<file path="src/rtl/core/nmeasv_pkg.sv">
// shared types, character constants and helpers for the nmea sentence validator
package nmeasv_pkg;

  // framing characters
  localparam logic [7:0] CH_DOLLAR = 8'h24;
  localparam logic [7:0] CH_STAR   = 8'h2A;

  // checksum digits
  localparam int unsigned HEX_RADIX = 16;
  localparam int unsigned HEX_BITS  = $clog2(HEX_RADIX);

  // header layout
  localparam int unsigned HDR_CHARS = 5;
  localparam int unsigned POS_MAX   = HDR_CHARS + 1;

  // talker and sentence names
  localparam logic [7:0]  NAME_P   = "P";
  localparam logic [15:0] NAME_WI  = "WI";
  localparam logic [15:0] NAME_GP  = "GP";
  localparam logic [15:0] NAME_GN  = "GN";
  localparam logic [23:0] NAME_GGA = "GGA";
  localparam logic [23:0] NAME_GLL = "GLL";
  localparam logic [23:0] NAME_GSA = "GSA";
  localparam logic [23:0] NAME_RMC = "RMC";

  typedef enum logic [2:0] {
    ST_BAD      = 3'd0,
    ST_DOLLAR   = 3'd1,
    ST_CHECKSUM = 3'd2,
    ST_TALKER   = 3'd3,
    ST_SENTENCE = 3'd4
  } status_e;

  typedef enum logic [2:0] {
    TK_NONE = 3'd0,
    TK_P    = 3'd1,
    TK_WI   = 3'd2,
    TK_GP   = 3'd3,
    TK_GN   = 3'd4
  } talker_e;

  typedef enum logic [2:0] {
    SN_NONE = 3'd0,
    SN_GGA  = 3'd1,
    SN_GLL  = 3'd2,
    SN_GSA  = 3'd3,
    SN_RMC  = 3'd4
  } sentence_e;

  // per-message parse state
  typedef struct packed {
    logic [2:0]                    byte_position;
    logic                          starts_with_dollar;
    logic [7:0]                    running_xor;
    logic [7:0]                    xor_before_star;
    logic                          star_seen;
    logic [1:0]                    bytes_after_star;
    logic [7:0]                    high_digit_char;
    logic [7:0]                    low_digit_char;
    logic [HDR_CHARS-1:0][7:0]     header_chars;
  } msg_state_t;

  // verdict for one message
  typedef struct packed {
    status_e   status;
    talker_e   talker;
    sentence_e sentence;
  } verdict_t;

  // hex digit value, anything but 0-9 and A-F reads as zero
  function automatic logic [HEX_BITS-1:0] hex_value(input logic [7:0] c);
    logic [HEX_BITS-1:0] v;
    v = '0;
    if (c inside {["0":"9"]}) begin
      v = HEX_BITS'(c - 8'h30);
    end else if (c inside {["A":"F"]}) begin
      v = HEX_BITS'(c - 8'h37);
    end
    return v;
  endfunction

endpackage

</file>
<file path="src/rtl/core/nmea_sentence_validator.sv">
// top level of the nmea sentence validator
//
// Input channel: one character word per handshake on data_byte_i, with
// last_byte_i high on the final character of a message. Output channel:
// one verdict word per message (status_level_o, talker_code_o,
// sentence_code_o), nothing for the other characters.
// A word is taken at a rising edge with valid high and stall low.
// The last character passes the input register, then its verdict is
// registered in the result register.
// Throughput: one character per cycle while no final character is held;
// the parse state and the checksum update together for each character.
// While the receiver stalls a pending verdict, non-final characters keep
// flowing; a final character waits in the input register with in_stall_o
// high until the result register frees.
// Reset clears the input and output valids and the whole parse state;
// the state is cleared again after every final character.
module nmea_sentence_validator
  import nmeasv_pkg::*;
(
  input  logic       clk_i,
  input  logic       rst_ni,
  input  logic       in_valid_i,
  output logic       in_stall_o,
  input  logic [7:0] data_byte_i,
  input  logic       last_byte_i,
  output logic       out_valid_o,
  input  logic       out_stall_i,
  output logic [2:0] status_level_o,
  output logic [2:0] talker_code_o,
  output logic [2:0] sentence_code_o
);

  logic       in_valid_q;
  logic [7:0] data_q;
  logic       last_q;
  logic       accept;
  logic       consume;

  msg_state_t state_q, state_d;
  verdict_t   verdict;
  verdict_t   verdict_q;
  logic       out_valid_q;

  // input register handshake
  assign consume    = in_valid_q && (!last_q || !out_valid_q || !out_stall_i);
  assign in_stall_o = in_valid_q && !consume;
  assign accept     = in_valid_i && !in_stall_o;

  always_ff @(posedge clk_i or negedge rst_ni) begin
    if (!rst_ni) begin
      in_valid_q <= 1'b0;
    end else if (accept) begin
      in_valid_q <= 1'b1;
    end else if (consume) begin
      in_valid_q <= 1'b0;
    end
  end

  always_ff @(posedge clk_i) begin
    if (accept) begin
      data_q <= data_byte_i;
      last_q <= last_byte_i;
    end
  end

  // parse state update for the registered character
  always_comb begin
    state_d = state_q;
    if (state_q.byte_position == 3'd0) begin
      state_d.starts_with_dollar = (data_q == CH_DOLLAR);
    end else begin
      for (int i = 0; i < HDR_CHARS; i++) begin
        if (state_q.byte_position == 3'(i + 1)) begin
          state_d.header_chars[i] = data_q;
        end
      end
      if (data_q == CH_STAR) begin
        state_d.xor_before_star  = state_q.running_xor;
        state_d.star_seen        = 1'b1;
        state_d.bytes_after_star = 2'd0;
        state_d.high_digit_char  = '0;
        state_d.low_digit_char   = '0;
      end else if (state_q.star_seen && state_q.bytes_after_star < 2'd2) begin
        if (state_q.bytes_after_star == 2'd0) begin
          state_d.high_digit_char = data_q;
        end else begin
          state_d.low_digit_char = data_q;
        end
        state_d.bytes_after_star = state_q.bytes_after_star + 2'd1;
      end
      state_d.running_xor = state_q.running_xor ^ data_q;
    end
    if (state_q.byte_position < 3'(POS_MAX)) begin
      state_d.byte_position = state_q.byte_position + 3'd1;
    end
  end

  always_ff @(posedge clk_i or negedge rst_ni) begin
    if (!rst_ni) begin
      state_q <= '0;
    end else if (consume) begin
      if (last_q) begin
        state_q <= '0;
      end else begin
        state_q <= state_d;
      end
    end
  end

  // verdict on the state including the final character
  nmeasv_eval u_eval (
    .st_i      (state_d),
    .verdict_o (verdict)
  );

  // result register
  always_ff @(posedge clk_i or negedge rst_ni) begin
    if (!rst_ni) begin
      out_valid_q <= 1'b0;
    end else if (consume && last_q) begin
      out_valid_q <= 1'b1;
    end else if (!out_stall_i) begin
      out_valid_q <= 1'b0;
    end
  end

  always_ff @(posedge clk_i) begin
    if (consume && last_q) begin
      verdict_q <= verdict;
    end
  end

  assign out_valid_o     = out_valid_q;
  assign status_level_o  = verdict_q.status;
  assign talker_code_o   = verdict_q.talker;
  assign sentence_code_o = verdict_q.sentence;

  // position counter saturates at six
  a_pos_sat: assert property (@(posedge clk_i) disable iff (!rst_ni)
    state_q.byte_position <= 3'(POS_MAX))
    else $error("byte position beyond saturation");

  // state is cleared after the final character
  a_clear: assert property (@(posedge clk_i) disable iff (!rst_ni)
    consume && last_q |=> state_q.byte_position == 3'd0 && !state_q.star_seen)
    else $error("parse state not cleared after message");

  // a talker is only reported at talker stage or beyond
  a_talker: assert property (@(posedge clk_i) disable iff (!rst_ni)
    out_valid_o && (verdict_q.talker != TK_NONE) |->
      (verdict_q.status == ST_TALKER || verdict_q.status == ST_SENTENCE))
    else $error("talker code without talker status");

  // a sentence code goes with full status and nothing else
  a_sentence: assert property (@(posedge clk_i) disable iff (!rst_ni)
    out_valid_o |->
      ((verdict_q.sentence != SN_NONE) == (verdict_q.status == ST_SENTENCE)))
    else $error("sentence code and status disagree");

  // a final character never overwrites a pending verdict
  a_no_overrun: assert property (@(posedge clk_i) disable iff (!rst_ni)
    out_valid_q && out_stall_i && in_valid_q && last_q |-> !consume)
    else $error("verdict overwritten while stalled");

endmodule

</file>
<file path="src/rtl/core/nmeasv_eval.sv">
// end-of-message evaluation: checksum compare, talker and sentence lookup
module nmeasv_eval
  import nmeasv_pkg::*;
(
  input  msg_state_t st_i,
  output verdict_t   verdict_o
);

  logic [7:0]  sum;
  logic        sum_ok;
  logic [23:0] name;

  // checksum from the two characters after the last star
  assign sum    = 8'({hex_value(st_i.high_digit_char), hex_value(st_i.low_digit_char)});
  assign sum_ok = st_i.star_seen && (st_i.bytes_after_star >= 2'd2)
                  && (sum == st_i.xor_before_star);

  always_comb begin
    verdict_o.status   = ST_BAD;
    verdict_o.talker   = TK_NONE;
    verdict_o.sentence = SN_NONE;
    name               = '0;
    if (st_i.starts_with_dollar) begin
      verdict_o.status = ST_DOLLAR;
      if (sum_ok) begin
        verdict_o.status = ST_CHECKSUM;
        // talker, single-letter prefix first
        if (st_i.header_chars[0] == NAME_P) begin
          verdict_o.talker = TK_P;
        end else if ({st_i.header_chars[0], st_i.header_chars[1]} == NAME_WI) begin
          verdict_o.talker = TK_WI;
        end else if ({st_i.header_chars[0], st_i.header_chars[1]} == NAME_GP) begin
          verdict_o.talker = TK_GP;
        end else if ({st_i.header_chars[0], st_i.header_chars[1]} == NAME_GN) begin
          verdict_o.talker = TK_GN;
        end
        // sentence name follows the talker
        if (verdict_o.talker == TK_P) begin
          name = {st_i.header_chars[1], st_i.header_chars[2], st_i.header_chars[3]};
        end else begin
          name = {st_i.header_chars[2], st_i.header_chars[3], st_i.header_chars[4]};
        end
        if (verdict_o.talker != TK_NONE) begin
          verdict_o.status = ST_TALKER;
          if (name == NAME_GGA) begin
            verdict_o.sentence = SN_GGA;
          end else if (name == NAME_GLL) begin
            verdict_o.sentence = SN_GLL;
          end else if (name == NAME_GSA) begin
            verdict_o.sentence = SN_GSA;
          end else if (name == NAME_RMC) begin
            verdict_o.sentence = SN_RMC;
          end
          if (verdict_o.sentence != SN_NONE) begin
            verdict_o.status = ST_SENTENCE;
          end
        end
      end
    end
  end

endmodule
</file>
<file path="config.mk">
export PLATFORM = sky130hd
export DESIGN_NAME = nmea_sentence_validator
export DESIGN_NICKNAME = d
export VERILOG_FILES = /design/src/rtl/core/nmeasv_pkg.sv /design/src/rtl/core/nmea_sentence_validator.sv /design/src/rtl/core/nmeasv_eval.sv
export SDC_FILE = /design/constraint.sdc
export NUM_CORES = 1
export LEC_CHECK = 0
export BUFFER_PORTS_ARGS = -buffer_cell sky130_fd_sc_hd__clkbuf_2
export CORE_MARGIN = 3
export CORE_UTILIZATION = 25
export CTS_CLUSTER_DIAMETER = 200
export DETAILED_ROUTE_END_ITERATION = 7
export PLACE_DENSITY_LB_ADDON = 0.12
export SYNTH_ARGS = -nofsm -noshare
export SYNTH_HDL_FRONTEND = slang
export SYNTH_SLANG_ARGS = --single-unit
</file>
<file path="constraint.sdc">
create_clock -name clk_i -period 5.58 [get_ports clk_i]
set_input_delay 0.558 -clock clk_i [delete_from_list [all_inputs] [get_ports clk_i]]
set_output_delay 0.558 -clock clk_i [all_outputs]
set_load 0.03 [all_outputs]
</file>
==> results of run 1 <==
power by group:
group / total, mW / switching [mW] / leakage [nW] / internal [mW]
logic: 0.412 / 0.281 / 1.34 / 0.131
registers: 0.888 / 0.0809 / 1.29 / 0.807
clock network: 0.636 / 0.294 / 0.151 / 0.343
per-stage QoR:
stage | total power [mW] | cells | area (µm²)
finish | 1.94 | 1013 | 6910
global route | 2.05 | 1013 | 6910
CTS | 1.96 | 1013 | 6910
detailed placement | 1.32 | 997 | 6610
global placement | 1.31 | 997 | 6610
floorplan | 1.15 | 674 | 6100
per-layer routing:
layer  wire length (µm)  part of all wire  global-route usage
met5                  0                 0                   0
met4                568             0.027              0.0531
met3                772             0.036              0.0227
met2              10100              0.47               0.277
met1               9890              0.46               0.226
layout make-up:
cell class,count,area share
Tap cell,319,0.0578
Clock inverter,5,0.00489
Inverter,21,0.0114
Timing Repair Buffer,42,0.0377
Sequential cell,99,0.372
Multi-Input combinational cell,516,0.478
Clock buffer,11,0.0382
registers in the layout, summed over array words and instances (netlist names):
| register | count |
|---|---|
| out_valid_o | 1 |
| sentence_code_o | 3 |
| data_q | 8 |
| last_q | 1 |
| talker_code_o | 3 |
| status_level_o | 3 |
| in_valid_q | 1 |
| state_q | 79 |
kinds of logic (layout without fill, tap and decap cells):
| family | count (synthesis) | in the layout |
|---|---|---|
| buf+inv | 59 | 79 |
| flops | 99 | 99 |
| fa+ha+maj | 15 | 15 |
| mux | 21 | 21 |
| compound gates | 202 | 202 |
| simple gates | 275 | 275 |
| xor+xnor | 3 | 3 |
placed cells by master, fill, tap and decap left out, types with 4 or more instances in the layout:
cell,netlist,final
or3_1,5,5
a21oi_1,24,24
nand2_1,90,90
edfxtp_1,18,18
a31oi_1,5,5
and3_1,9,9
nand2b_1,15,15
nor4b_1,12,11
nand3b_1,4,4
or3b_2,4,4
nand3_1,24,24
nor3b_1,5,5
nor3_1,21,21
o211ai_1,6,6
dfrtp_1,81,81
nor4_1,12,12
nor2b_1,4,4
nor2_1,30,30
o21ai_0,70,70
inv_1,21,21
clkbuf_2,0,22
mux2_2,4,4
clkbuf_16,0,10
nand4_1,9,9
or4_1,4,4
buf_4,0,20
o31ai_1,10,10
a22o_1,23,23
mux2i_1,17,17
a32o_1,5,5
a32oi_1,5,5
and2_1,8,8
a22oi_1,8,8
ha_1,15,15
how the worst min path moves through the flow:
| stage | start | to | slack, ns | depth (start not counted) |
|---|---|---|---|---|
| finish | data_byte_i[3] | data_q[3] | 0.37 | 1 |
| global route | data_byte_i[5] | data_q[5] | 0.37 | 1 |
| CTS | data_byte_i[3] | data_q[3] | 0.36 | 1 |
| detailed placement | state_q[23] | state_q[23] | 0.47 | 2 |
| global placement | state_q[22] | state_q[22] | 0.46 | 2 |
| floorplan | rst_ni | in_valid_q | 0.26 | 0 |
worst max-delay path: cells and delay by family (launching register included):
family | cells | cell delay (ns)
AO/OA/AOI/OAI | 6 | 1.59
multiplexers | 1 | 0.43
flip-flops | 1 | 0.44
adder cells (fa/ha/maj) | 2 | 0.51
AND/OR/NAND/NOR | 4 | 0.77
buffers and inverters | 4 | 0.73
==> impl_metrics.tcl, run 1 <==
set metrics [dict create \
    run_status "finished, final reports clean" \
    synth-edff-count 18 \
    ir_worst_vdd_v 0.000159 \
    antenna_found_initial 1 \
    yosysWarnings 0 \
    filler_cell_count 2506 \
    placement.io_buffers 23 \
    cp_slowest_stage_delay_ns 0.53 \
    synth-simple-area-share 0.247 \
    grt_use_total 0.167 \
    drive_gt1_frac 0.108 \
    overflow 0 \
    fin_skew_ns 0.0124 \
    slew_violations 0 \
    crit_type "flop to flop" \
    grt_pass1_wl_um 33900 \
    gp_congestion 0.878 \
    drt-vias-per-instance 5.37 \
    rr_startpoint "state_q[77]" \
    dp_hpwl_um 15200 \
    cp-start-kind "flop" \
    relSlewSlack 0.263 \
    syn-num-nets 702 \
    synth-main-ff-cell "dfrtp_1" \
    period_share 0.846 \
    syn_area_um2 6100 \
    crit_end "status_level_o[0]" \
    synthTopCellsByArea "dfrtp_1 33%, edfxtp_1 8.9%, o21ai_0 5.7%" \
    seq_area_frac_synth 0.421 \
    path_cells "inv_1 > ha_1 > nor2b_1 > buf_4 > nor3_1 > buf_4 > a21oi_1 > inv_1 > ha_1 > nand2b_1 > o21ai_0 > mux2i_1 > and2_1 > a311oi_1 > a41oi_1 > o211ai_1 > o41a_1" \
    die_x_um 162 \
    synth-compound-area-share 0.223 \
    drtPass1Iterations 5 \
    synth.most_common_cell "nand2_1" \
    multi_input_area_um2 3300 \
    clk_pin_slew_ns 0.08 \
    post-route-min-period_ns 4.72 \
    clockBufferDepth 2 \
    finalHoldViolations 0 \
    ant_nets 0 \
    drt-initial-drc-count 367 \
    drv_cap 0 \
    clock-sinks 99 \
    h-tree-depth 3 \
    core.rowCount 56 \
    synthAdderAreaFrac 0.0308 \
    io_pins 24 \
    synthCells 674 \
    cp-end-kind "flop" \
    grt_setup_unrepaired "no" \
    path_max_fanout 13 \
    grt_max_degree 82 \
    fin_nets 717 \
    num_vias 5435 \
    arrival_ns 4.83 \
    hold_buffers 0 \
    areaGrowthSynthToFinish_pct 13.2 \
    place_ws_ns 0.980 \
    cp.required_ns 5.69 \
    cts.repair.resized 0 \
    yosysTopAreaCellShare 0.332 \
    synth_cell_types 79 \
    final_core_util 0.291 \
    diodes 0 \
    clock_latency_ns 0.36 \
    synth-xor-area-share 0.00431 \
    routedWlPerCell_um 21.1 \
    power_leakage_nw 2.78 \
    seq_area_um2 2570 \
    drt-total-wl_um 21300 \
    synth_top_area_cell "dfrtp_1" \
    grt_pass1_vias 5564 \
    yosys-top-cells-count "90 x nand2_1, 81 x dfrtp_1, 70 x o21ai_0" \
    drc_errors 0 \
    rrSetupSlack_ns 0.86 \
    synth_mux_area_frac 0.0353 \
    cts_made_buffers 9 \
    die_h_um 162 \
    setup_ws_ns 0.857 \
    hold_slack_ns 0.371 \
    worstReg2RegEnd "status_level_o[0]" \
    min_path_type "primary input to flop" \
    cts_root_buf "clkbuf_16" \
    finalSetupViolations 0 \
    synth.avg_cell_area_um2 9.05 \
    start_util 0.257 \
    power_per_cell_area_nw_per_um2 280 \
    tightest_slew_ns 1.10 \
    cts_tree "built" \
    async_flop_share 0.818 \
    crit_path_top_delay_cell "o41a_1" \
    die_area_um2 26300 \
    core_um2 23800 \
    rr_worst_depth 17 \
    fmax_mhz 212 \
    synth_top_family_by_area "simple AND/OR/NAND/NOR gates" \
    postCtsSetupBuffers 0 \
    crit_start "state_q[77]" \
    ys_ff_latch 99 \
    finalSetupTns_ns 0 \
]
Power figures use the tool's default switching activity.
==> run 2: changes to the inputs <==
clock period = 4.79 ns   (was 5.58 ns; I/O delays follow)
==> run 2 against run 1 <==
Against the previous run: core utilization up 0.42 points; design area rose by 1.4%; via count grew 2.8%; combinational power grew 25%; clock skew about the same; wire length rose by 2.9%; count of clock-buffer cells in the layout shrank 1; cell count up 1.1%; critical endpoint unchanged; non-clock buffer count is 11 higher; hold slack lost 0.30 ns.
==> impl_metrics.tcl, run 2 (same netlist as run 1, synthesis figures left out) <==
set metrics [dict create \
    run_status "finished, final reports clean" \
    drv_cap 0 \
    cts_made_buffers 9 \
    grt_max_degree 47 \
    ant_nets 0 \
    path_cells "inv_1 > ha_1 > nor2b_1 > buf_4 > nor3_1 > nand2_1 > a21oi_1 > buf_4 > inv_1 > ha_1 > nor2_1 > o21ai_0 > o221ai_1 > o31ai_1 > a21oi_1 > mux2i_1 > o211ai_1 > o41a_1" \
    ir_worst_vdd_v 0.000170 \
    core_um2 23800 \
    cts.repair.resized 0 \
    diodes 0 \
    drt-vias-per-instance 5.46 \
    routedWlPerCell_um 21.4 \
    clk_pin_slew_ns 0.08 \
    power_per_cell_area_nw_per_um2 334 \
    die_area_um2 26300 \
    die_h_um 162 \
    antenna_found_initial 0 \
    grt_pass1_vias 5676 \
    largest-register "state_q" \
    post-route-min-period_ns 4.33 \
    gp_congestion 0.872 \
    areaGrowthSynthToFinish_pct 14.9 \
    die_x_um 162 \
    h-tree-depth 3 \
    finalSetupViolations 0 \
    overflow 0 \
    final_core_util 0.295 \
    crit_path_top_delay_cell "o41a_1" \
    core.rowCount 56 \
    fin_nets 728 \
    placement.io_buffers 23 \
    drc_errors 0 \
    clock-sinks 99 \
    cp_top_family "compound AO/OA/AOI/OAI gates" \
    clock_latency_ns 0.37 \
    drive_gt1_frac 0.121 \
    grt_setup_unrepaired "no" \
    fmax_mhz 231 \
    hold_buffers 0 \
    relSlewSlack 0.387 \
    drt-total-wl_um 22000 \
    largest_reg_flops 79 \
    cp.required_ns 4.90 \
    crit_type "flop to flop" \
    cp_num_buf_inv 4 \
    slew_violations 0 \
    arrival_ns 4.44 \
    num_vias 5587 \
    start_util 0.257 \
    clockBufferDepth 2 \
    layout_common_cells "90 x nand2_1, 81 x dfrtp_1, 70 x o21ai_0" \
    dp_hpwl_um 15700 \
    total_power_mw 2.34 \
    cp_slowest_stage_delay_ns 0.45 \
    grt_pass1_wl_um 33900 \
    fin_skew_ns 0.0119 \
    grt_use_total 0.169 \
    finalHoldViolations 0 \
    tightest_slew_ns 0.907 \
    final_common_cell "nand2_1" \
    cp-start-kind "flop" \
    cts_root_buf "clkbuf_16" \
    period_share 0.905 \
    io_pins 24 \
    cts_tree "built" \
    finalSetupTns_ns 0 \
    postCtsSetupBuffers 0 \
    path_max_fanout 9 \
    crit_cells 18 \
    hold_slack_ns 0.0703 \
    reg_top3 "state_q x79, data_q x8" \
    drtPass1Iterations 5 \
    min_path_type "primary input to asynchronous set/reset pin" \
    drt-initial-drc-count 365 \
    power_leakage_nw 2.84 \
    cp-end-kind "flop" \
    rr_worst_depth 18 \
]
[run 2: cell types whose count changed in the layout (fill, tap and decap cells not counted), sizes merged]
cell    previous run  this run
buf               20        31
clkbuf            33        32
inv               22        24
clkinv             4         2
bufinv             0         1
[run 2: layout make-up]
class                   instances  area, µm²
clock buffers                  10        239
clock inverters                 6       81.3
fillers                      2496      16700
inverters                      21       78.8
multi-input cells             516       3300
flip-flops and latches         99       2570
well taps                     319        399
repair buffers                 53        343
[run 2: power breakdown]
part	leakage (nW)	internal, mW	switching [mW]
Combinational	1.39	0.168	0.345
Sequential	1.29	0.939	0.0815
Clock	0.158	0.431	0.374
Total	2.84	1.54	0.800
[run 2: final timing paths]
| path | start | endpoint | slack [ns] |
|---|---|---|---|
| min in group clk_i | data_byte_i[6] | data_q[6] | 0.29 |
| worst max-delay path | state_q[76] | status_level_o[0] | 0.46 |
| max in group asynchronous | rst_ni | state_q[56] | 3.68 |
| worst min register to register | state_q[21] | state_q[21] | 0.48 |
| worst min-delay path | rst_ni | state_q[37] | 0.07 |
| worst max register to register | state_q[76] | status_level_o[0] | 0.46 |
[run 2: worst register-to-register path: cells and delay by family, from the launching register on]
kind,cells,cell delay (ns)
AND/OR/NAND/NOR,4,0.68
flip-flops,1,0.42
adder cells (fa/ha/maj),2,0.51
multiplexers,1,0.22
AO/OA/AOI/OAI,7,1.75
buffers and inverters,4,0.46
[run 2: routing by layer]
| metal | vias up | track usage | wire (µm) |
|---|---|---|---|
| met5 | - | 0 | 0 |
| met4 | 0 | 0.0582 | 488 |
| met3 | 25 | 0.0247 | 816 |
| met2 | 169 | 0.290 | 10800 |
| met1 | 2786 | 0.218 | 9830 |
| li1 | 2607 | - | - |
[run 2: metrics by stage]
| stage | area [µm²] | worst slack, ns | cells |
|---|---|---|---|
| floorplan | 6100 | 0.625 | 674 |
| global placement | 6680 | 0.658 | 1008 |
| detailed placement | 6680 | 0.503 | 1008 |
| CTS | 7000 | 0.469 | 1024 |
| global route | 7000 | 0.0579 | 1024 |
| finish | 7000 | 0.456 | 1024 |
